==> config.mk <==
export PLATFORM = sky130hd
export DESIGN_NAME = bhpq_ram
export DESIGN_NICKNAME = d
export VERILOG_FILES = /design/src/bhpq_ram.sv
export SDC_FILE = /design/constraint.sdc
export NUM_CORES = 1
export LEC_CHECK = 0
export BUFFER_PORTS_ARGS = -buffer_cell sky130_fd_sc_hd__buf_2
export CORE_AREA = 2 2 163 165
export CTS_CLUSTER_SIZE = 20
export DETAILED_ROUTE_END_ITERATION = 10
export DIE_AREA = 0 0 165 167
export PLACE_DENSITY = 0.36
export SYNTH_ARGS = -nofsm -noshare
export SYNTH_HDL_FRONTEND = slang
export SYNTH_SLANG_ARGS = --single-unit
==> constraint.sdc <==
create_clock -name clk_i -period 2.9 [get_ports clk_i]
set_input_delay 0.58 -clock clk_i [delete_from_list [all_inputs] [get_ports clk_i]]
set_output_delay 0.58 -clock clk_i [all_outputs]
set_load 0.03 [all_outputs]
==> src/bhpq_ram.sv <==
// ----------------------------------------------------------------------------
// bhpq_ram
// Generic RAM: one write port, two read ports, registered read data.
// ----------------------------------------------------------------------------
module bhpq_ram #(
  parameter int Width = 8,
  parameter int Depth = 16,
  localparam int AddrW = $clog2(Depth)
) (
  input  logic             clk_i,
  input  logic             we_i,
  input  logic [AddrW-1:0] waddr_i,
  input  logic [Width-1:0] wdata_i,
  input  logic [AddrW-1:0] raddr_a_i,
  input  logic [AddrW-1:0] raddr_b_i,
  output logic [Width-1:0] rdata_a_o,
  output logic [Width-1:0] rdata_b_o
);

  logic [Width-1:0] mem_q [Depth];

  always_ff @(posedge clk_i) begin
    if (we_i) begin
      mem_q[waddr_i] <= wdata_i;
    end
    rdata_a_o <= mem_q[raddr_a_i];
    rdata_b_o <= mem_q[raddr_b_i];
  end

endmodule

# == Word level (Yosys, flattened, before mapping) ==
# Memory sizes are Yosys's and may differ from the RTL's. A register that Yosys moved wholly into a read port is not among the register bits.
# Cells that the tools add are included.
# word_totals
inputBits,22
output_inout_bits,16
elab_cells,3
reg_bits,0
memories,1
mem_bits_rw,128
# memory_table
name,words,width,read_ports,rd_clocked_by_memory_dff,write_ports,line_no,rtl
mem_q,16,8,2,2,1,20,logic [Width-1:0] mem_q [Depth];
# classes
mux,2
# ops
operator,count
1-bit two-way mux,2

# == Depth between registers and ports, before layout ==
# Gate-level depths: netlist (run 1).
# logic_depth
ltp_word,2
mapped_depth,5
mapped_depth_nobuf,3

# == Worst setup path before layout (run 1) ==
# OpenSTA, ideal clock, no wires.
# synth_path
path_kind,input-to-reg
startpoint,input port waddr_i[2]
endpoint,"memory mem_q[0][0], enable pin"
path_buffers,0
t_required_ps,2517
setup_time_ps,383
path_stages,2
t_arrival_ps,1690
setup_slack_ps,827
path_cell_list,or3b_2 nor3_1
# synth_rtl
item,line_no,rtl
start: declaration,12,"input logic [AddrW-1:0] waddr_i,"
end: declaration,20,
# Straight into the memory's write port.

==> run metrics, run 1 <==
Worst-Margin Slew 632 ps; PostCTS Resize Cnt 0; r2r startpoint mem_q[0][7]$_DFFE_PP_; layout cells sized above 1 33.9%; Buffers on Ports 37; Ports 38; Crit. End Element register; hold path start wdata_i[5]; CTS max path bufs 2; critical path startpoint category primary input; r2r worst-path depth 3; Slew HR slightly below 60%; first-pass detailed-route iteration total 5; Setup Buffers After CTS 0; average instance area after synthesis around 21 µm²; Clock transition at path regs about 60 ps; Starting Density 24.6%; status finished clean; reg-to-reg critical path endpoint rdata_b_o[7]$_DFF_P_; fin util ~29%; clk sinks between 100 and 150; R2R Setup Slk roughly 1400 ps; cts bufs inserted 17; Post-Place Cells a little under 700; register bit total from synthesis between 100 and 150; Vias/cell 4.69; Synth top area share roughly three fifths; DRC violations left 0; pre-CTS WS about 580 ps; Hold Buf Count CTS 0; Setup violations, final 0; Hold Crit Depth 1; P&R area growth vs syn 19.7%; RSZ-0062 raised after global routing false; Inserted Diodes 0; crit-path cells buf_2, buf_4, buf_4, mux4_1, a22oi_1, nand2_1; post-synth cell types 20; clk_skew about 7.9 ps; most frequent cell on the critical path buf_4; number of DRC markers in iteration 0 224; Slowest Stage Delay on Critical Path 560 ps; syn_nets ~330; Final Power approximately 5 mW; top post-synthesis cells by area edfxtp_1 61%, mux4_2 12%, mux4_1 12%; Root Buffer clkbuf_16; hold endpoint mem_q[14][5]$_DFFE_PP_; H-tree Lvls 4; Die W approximately 170 µm; Max Freq 0.537 GHz; max_cap viols 0; CTS tree yes; Die H 167 µm; Cell Pwr Density between 600 and 700 mW/mm²; fillers around 2500; Placer Congestion roughly 0.7; WS Path Type in2reg; insertion delay to the later sink of the worst-skew pair around 420 ps; Final ANT Viol Nets 0; Via Count 3370; slowest CP cell mux4_1; core area around 0.026 mm²; fin worst setup slack just over 1000 ps; vias in the first global route approximately 3600; final hold vios 0; largest net degree at the start of global routing 33; Nets ~390; setup_tns 0 ps; first-pass GRT wire length 24400 µm; Cells after Synth about 300; Slew Limit Fails 0; CP Max Fanout 8; fin crit period about 1900 ps; total wire length ~17000 µm; total track usage between 10% and 20%; data arrival time of the critical path roughly 2200 ps; GRT overflow 0; Yosys warning total 0; Non-Filler Instances roughly 720; initial antenna violation count 0; Rows 59; post-route clock period utilization around 64%; Peak VDD IR around 0.00037 V; sequential element share of the synthesized area 65.6%; Hold Path Class in2reg; cell taking the most area after synthesis edfxtp_1; WL/cell around 23 µm; CP required 3200 ps; Leak Pwr between 2 and 3 nW; Die Footprint about 0.028 mm²; post-DP HPWL about 11000 µm; synthesized area between 0.006 and 0.007 mm²
## power breakdown
group / total, mW / leakage, nW / internal (mW) / switching (mW)
Clock: 2.19 / 0.287 / 1.36 / 0.824
Combinational: 0.411 / 1.01 / 0.165 / 0.247
Sequential: 2.35 / 1.29 / 2.32 / 0.0244
## logic make-up after synthesis
group	count (synthesis)	synth area share (%)
flip-flops	144	65.6
AND/OR/NAND/NOR	47	3.43
multiplexers	64	24.4
buffers and inverters	20	2.72
AO/OA/AOI/OAI	32	3.79
## routing by layer
| metal | GRT usage, % | part of all wire (%) | vias to the layer above |
|---|---|---|---|
| met1 | 17.6 | 46 | 1791 |
| met2 | 19.7 | 48 | 97 |
| met4 | 3.44 | 1.1 | 0 |
| li1 | - | - | 1466 |
| met3 | 3.91 | 4.8 | 16 |
| met5 | 0 | 0 | - |
## registers in the layout, indices dropped and copies added (netlist names)
signal,count
mem_q,128
rdata_a_o,8
rdata_b_o,8
## worst max path at each step
| stage | startpoint | endpoint | slack, ps | cells after the start |
|---|---|---|---|---|
| final | raddr_a_i[0] | rdata_a_o[5]$_DFF_P_ | 1040 | 6 |
| after global routing | raddr_a_i[0] | rdata_a_o[5]$_DFF_P_ | 950 | 6 |
| after CTS | raddr_a_i[0] | rdata_a_o[5]$_DFF_P_ | 1010 | 6 |
| after global placement | raddr_a_i[0] | rdata_a_o[5]$_DFF_P_ | 580 | 6 |
| after detailed placement | raddr_a_i[0] | rdata_a_o[5]$_DFF_P_ | 580 | 6 |
| after floorplan | waddr_i[2] | mem_q[0][0]$_DFFE_PP_ | 830 | 2 |
## stage by stage
| stage | cell area, µm² | hold WS, ps |
|---|---|---|
| 2_1_floorplan | 6350 | 647 |
| 3_3_place_gp | 7010 | 687 |
| 3_5_place_dp | 7010 | 693 |
| 4_1_cts | 7590 | 544 |
| 5_1_grt | 7590 | 557 |
| 6_report | 7590 | 553 |
## area by class of cell
class                      instances  area [µm²]  area share, %
clock buffer                      20         447           5.88
clock inverter                    12         143           1.88
multi-input combinational        143        2010           26.5
sequential                       144        4160           54.8
tap                              335         419           5.52
timing repair buffer              64         413           5.44
## layout by cell type, fill, tap and decap left out, types with 2 or more instances in the layout
master and count:
edfxtp_1 128, buf_2 37, mux4_2 34, a22oi_1 32, mux4_1 28, buf_4 25
nand2_1 17, clkbuf_16 17, dfxtp_1 16, nor2_1 14, clkinv_2 5, nor3_1 4
bufinv_16 3, nor2b_1 2, and2_1 2, and2b_1 2, mux4_4 2, nand3b_1 2
nand2b_1 2, clkinvlp_4 2, clkbuf_1 2, buf_12 2
## synthesized netlist by cell type (all sizes together)
library cell	instances
nand3b	2
buf	14
nand2	17
nor2b	2
dfxtp	16
nor3	4
clkdlybuf4s25	6
or3b	1
nand2b	2
and2b	2
nor2	14
and2	2
nand3	1
edfxtp	128
a22oi	32
mux4	64
## worst max-delay path, delay by kind of cell
| family | cells | cell delay, ps |
|---|---|---|
| and+or+nand+nor | 1 | 80 |
| muxes | 1 | 560 |
| AOI/OAI and AO/OA | 1 | 230 |
| buffers and inverters | 3 | 720 |
No activity file was read; power rests on OpenSTA's default activity.
==> run 2, diff against run 1 <==
==> constraint.sdc (replaced) <==
create_clock -name clk_i -period 1.8 [get_ports clk_i]
set_input_delay 0.36 -clock clk_i [delete_from_list [all_inputs] [get_ports clk_i]]
set_output_delay 0.36 -clock clk_i [all_outputs]
set_load 0.03 [all_outputs]
==> run metrics, run 2 (synthesis gave the netlist of run 1 again) <==
status finished clean (unchanged); Crit. End Element register (unchanged); commonest non-fill, non-tap cells in the layout 128 x edfxtp_1, 37 x buf_2, 34 x mux4_2 (unchanged); Clock transition at path regs 60 ps (about the same); setup_tns 0 ps (unchanged); R2R Setup Slk 340 ps (was 1400 ps); Hold Buf Count CTS 0 (unchanged); CTS tree yes (unchanged); insertion delay to the later sink of the worst-skew pair 420 ps (about the same); fin crit period about 1500 ps; Root Buffer clkbuf_16 (unchanged); PostCTS Resize Cnt 0 (unchanged); pre-CTS WS -152 ps (was 578 ps); Setup violations, final 0 (unchanged); critical path startpoint category primary input (unchanged); r2r startpoint mem_q[0][0]$_DFFE_PP_ (was mem_q[0][7]$_DFFE_PP_); fillers 2510 (was 2504); Peak VDD IR 0.000495 V (was 0.000374 V); CP required 2080 ps (was 3200 ps); clock share of power 43.8% (was 44.2%); Biggest register mem_q (unchanged); first-pass detailed-route iteration total 5 (unchanged); Final ANT Viol Nets 0 (unchanged); most common cell after layout, fill and taps aside edfxtp_1 (unchanged); largest net degree at the start of global routing 18 (was 33); cts bufs inserted 17 (unchanged); clk_skew 15.9 ps (was 7.94 ps); WL/cell 25.2 µm (was 23.5 µm); Nets 402 (was 392); RSZ-0062 raised after global routing false (unchanged); DRC violations left 0 (unchanged); max_cap viols 0 (unchanged); Final Power 8.00 mW (was 4.95 mW); reg-to-reg critical path endpoint rdata_a_o[0]$_DFF_P_ (was rdata_b_o[7]$_DFF_P_); CP Max Fanout 13 (was 8); number of DRC markers in iteration 0 277 (was 224); Slew Limit Fails 0 (unchanged); WS Path Type in2reg (unchanged); Buffers on Ports 37 (unchanged); Starting Density 24.6% (unchanged); Die W 165 µm (unchanged); Cell Pwr Density 1020 mW/mm² (was 651 mW/mm²); Max Freq ~0.67 GHz; r2r worst-path depth 3 (unchanged); P&R area growth vs syn 23.1% (was 19.7%); post-DP HPWL 12100 µm (was 11000 µm); Largest register FFs 128 (unchanged); crit path launch raddr_b_i[0] (was raddr_a_i[0]); H-tree Lvls 4 (unchanged); initial antenna violation count 0 (unchanged); GRT overflow 0 (unchanged); layout cells sized above 1 35.4% (was 33.9%); clk sinks 144 (unchanged); CP endpoint rdata_b_o[6]$_DFF_P_ (was rdata_a_o[5]$_DFF_P_); top flop regs mem_q (128), rdata_a_o (8), rdata_b_o (8) (unchanged); fin worst setup slack 310 ps (was 1040 ps); first-pass GRT wire length 26600 µm (was 24400 µm); Slew HR 27.5% (was 57.9%); core area 0.0258 mm² (unchanged); Die H 167 µm (unchanged); Rows 59 (unchanged); CTS max path bufs 2 (unchanged); Hold Path Class in2reg (unchanged); Ports 38 (unchanged); vias in the first global route 3782 (was 3583); NetSw 1.78 mW (was 1.10 mW); Die Footprint 0.0276 mm² (unchanged); total wire length 18400 µm (was 16800 µm); Setup Buffers After CTS 0 (unchanged); Worst-Margin Slew 1080 ps (was 632 ps); total track usage 14.1% (was 12.8%); Placer Congestion 0.712 (was 0.705); data arrival time of the critical path 1770 ps (was 2160 ps); final hold vios 0 (unchanged); Switching Fraction 22.3% (was 22.1%); Inserted Diodes 0 (unchanged); sequential power share 47.2% (was 47.4%); combinational power share 9.0% (was 8.3%); fin util 30.3% (was 29.5%); Vias/cell 4.67 (was 4.69); Leak Pwr 2.67 nW (was 2.59 nW); post-route clock period utilization between 80 and 90%; Pint 6.22 mW (was 3.85 mW); Via Count 3400 (was 3370)
[run 2: cell type report]
cell class / count / area (µm²) / area share [%]
clock inverter: 10 / 138 / 1.76
clock buffer: 22 / 444 / 5.69
tap: 335 / 419 / 5.37
sequential: 144 / 4160 / 53.3
multi-input combinational: 143 / 2020 / 25.9
timing repair buffer: 74 / 626 / 8.01
[run 2: worst min path at each step]
stage                           from                endpoint  slack (ps)  depth (start not counted)
6_report                  wdata_i[5]  mem_q[15][5]$_DFFE_PP_         340                          1
5_1_grt                   wdata_i[5]  mem_q[15][5]$_DFFE_PP_         330                          1
4_1_cts                   wdata_i[4]   mem_q[2][4]$_DFFE_PP_         320                          1
3_5_place_dp   mem_q[8][1]$_DFFE_PP_    rdata_a_o[1]$_DFF_P_         690                          3
3_3_place_gp   mem_q[8][1]$_DFFE_PP_    rdata_a_o[1]$_DFF_P_         690                          3
2_1_floorplan             wdata_i[0]   mem_q[0][0]$_DFFE_PP_         460                          0
[run 2: stage by stage]
stage | instances | instance area [µm²] | hold WS (ps)
finish | 728 | 7810 | 336
global route | 728 | 7810 | 335
global placement | 696 | 7230 | 687
detailed placement | 696 | 7230 | 689
floorplan | 307 | 6350 | 459
CTS | 728 | 7810 | 321
[run 2: worst max-delay path, stage by stage]
cell     delay, ps
buf_2          140
buf_12         180
buf_4          160
mux4_2         500
a22oi_1        290
nand2_1        140
[run 2: power by group through the flow]
stage / clock network (mW) / logic, mW / registers (mW)
after global routing: 3.74 / 0.771 / 3.79
final: 3.50 / 0.718 / 3.78
after global placement: 0 / 0.734 / 3.85
after detailed placement: 0 / 0.734 / 3.85
after floorplan: 0 / 0.338 / 3.92
after CTS: 3.59 / 0.735 / 3.78
[run 2: routing by layer]
metal	vias to the layer above	share of wire (%)	global-route usage, %
li1	1486	-	-
met3	6	5.3	3.21
met4	0	0.41	3.52
met2	75	48	22.1
met5	-	0	0
met1	1833	46	19.7
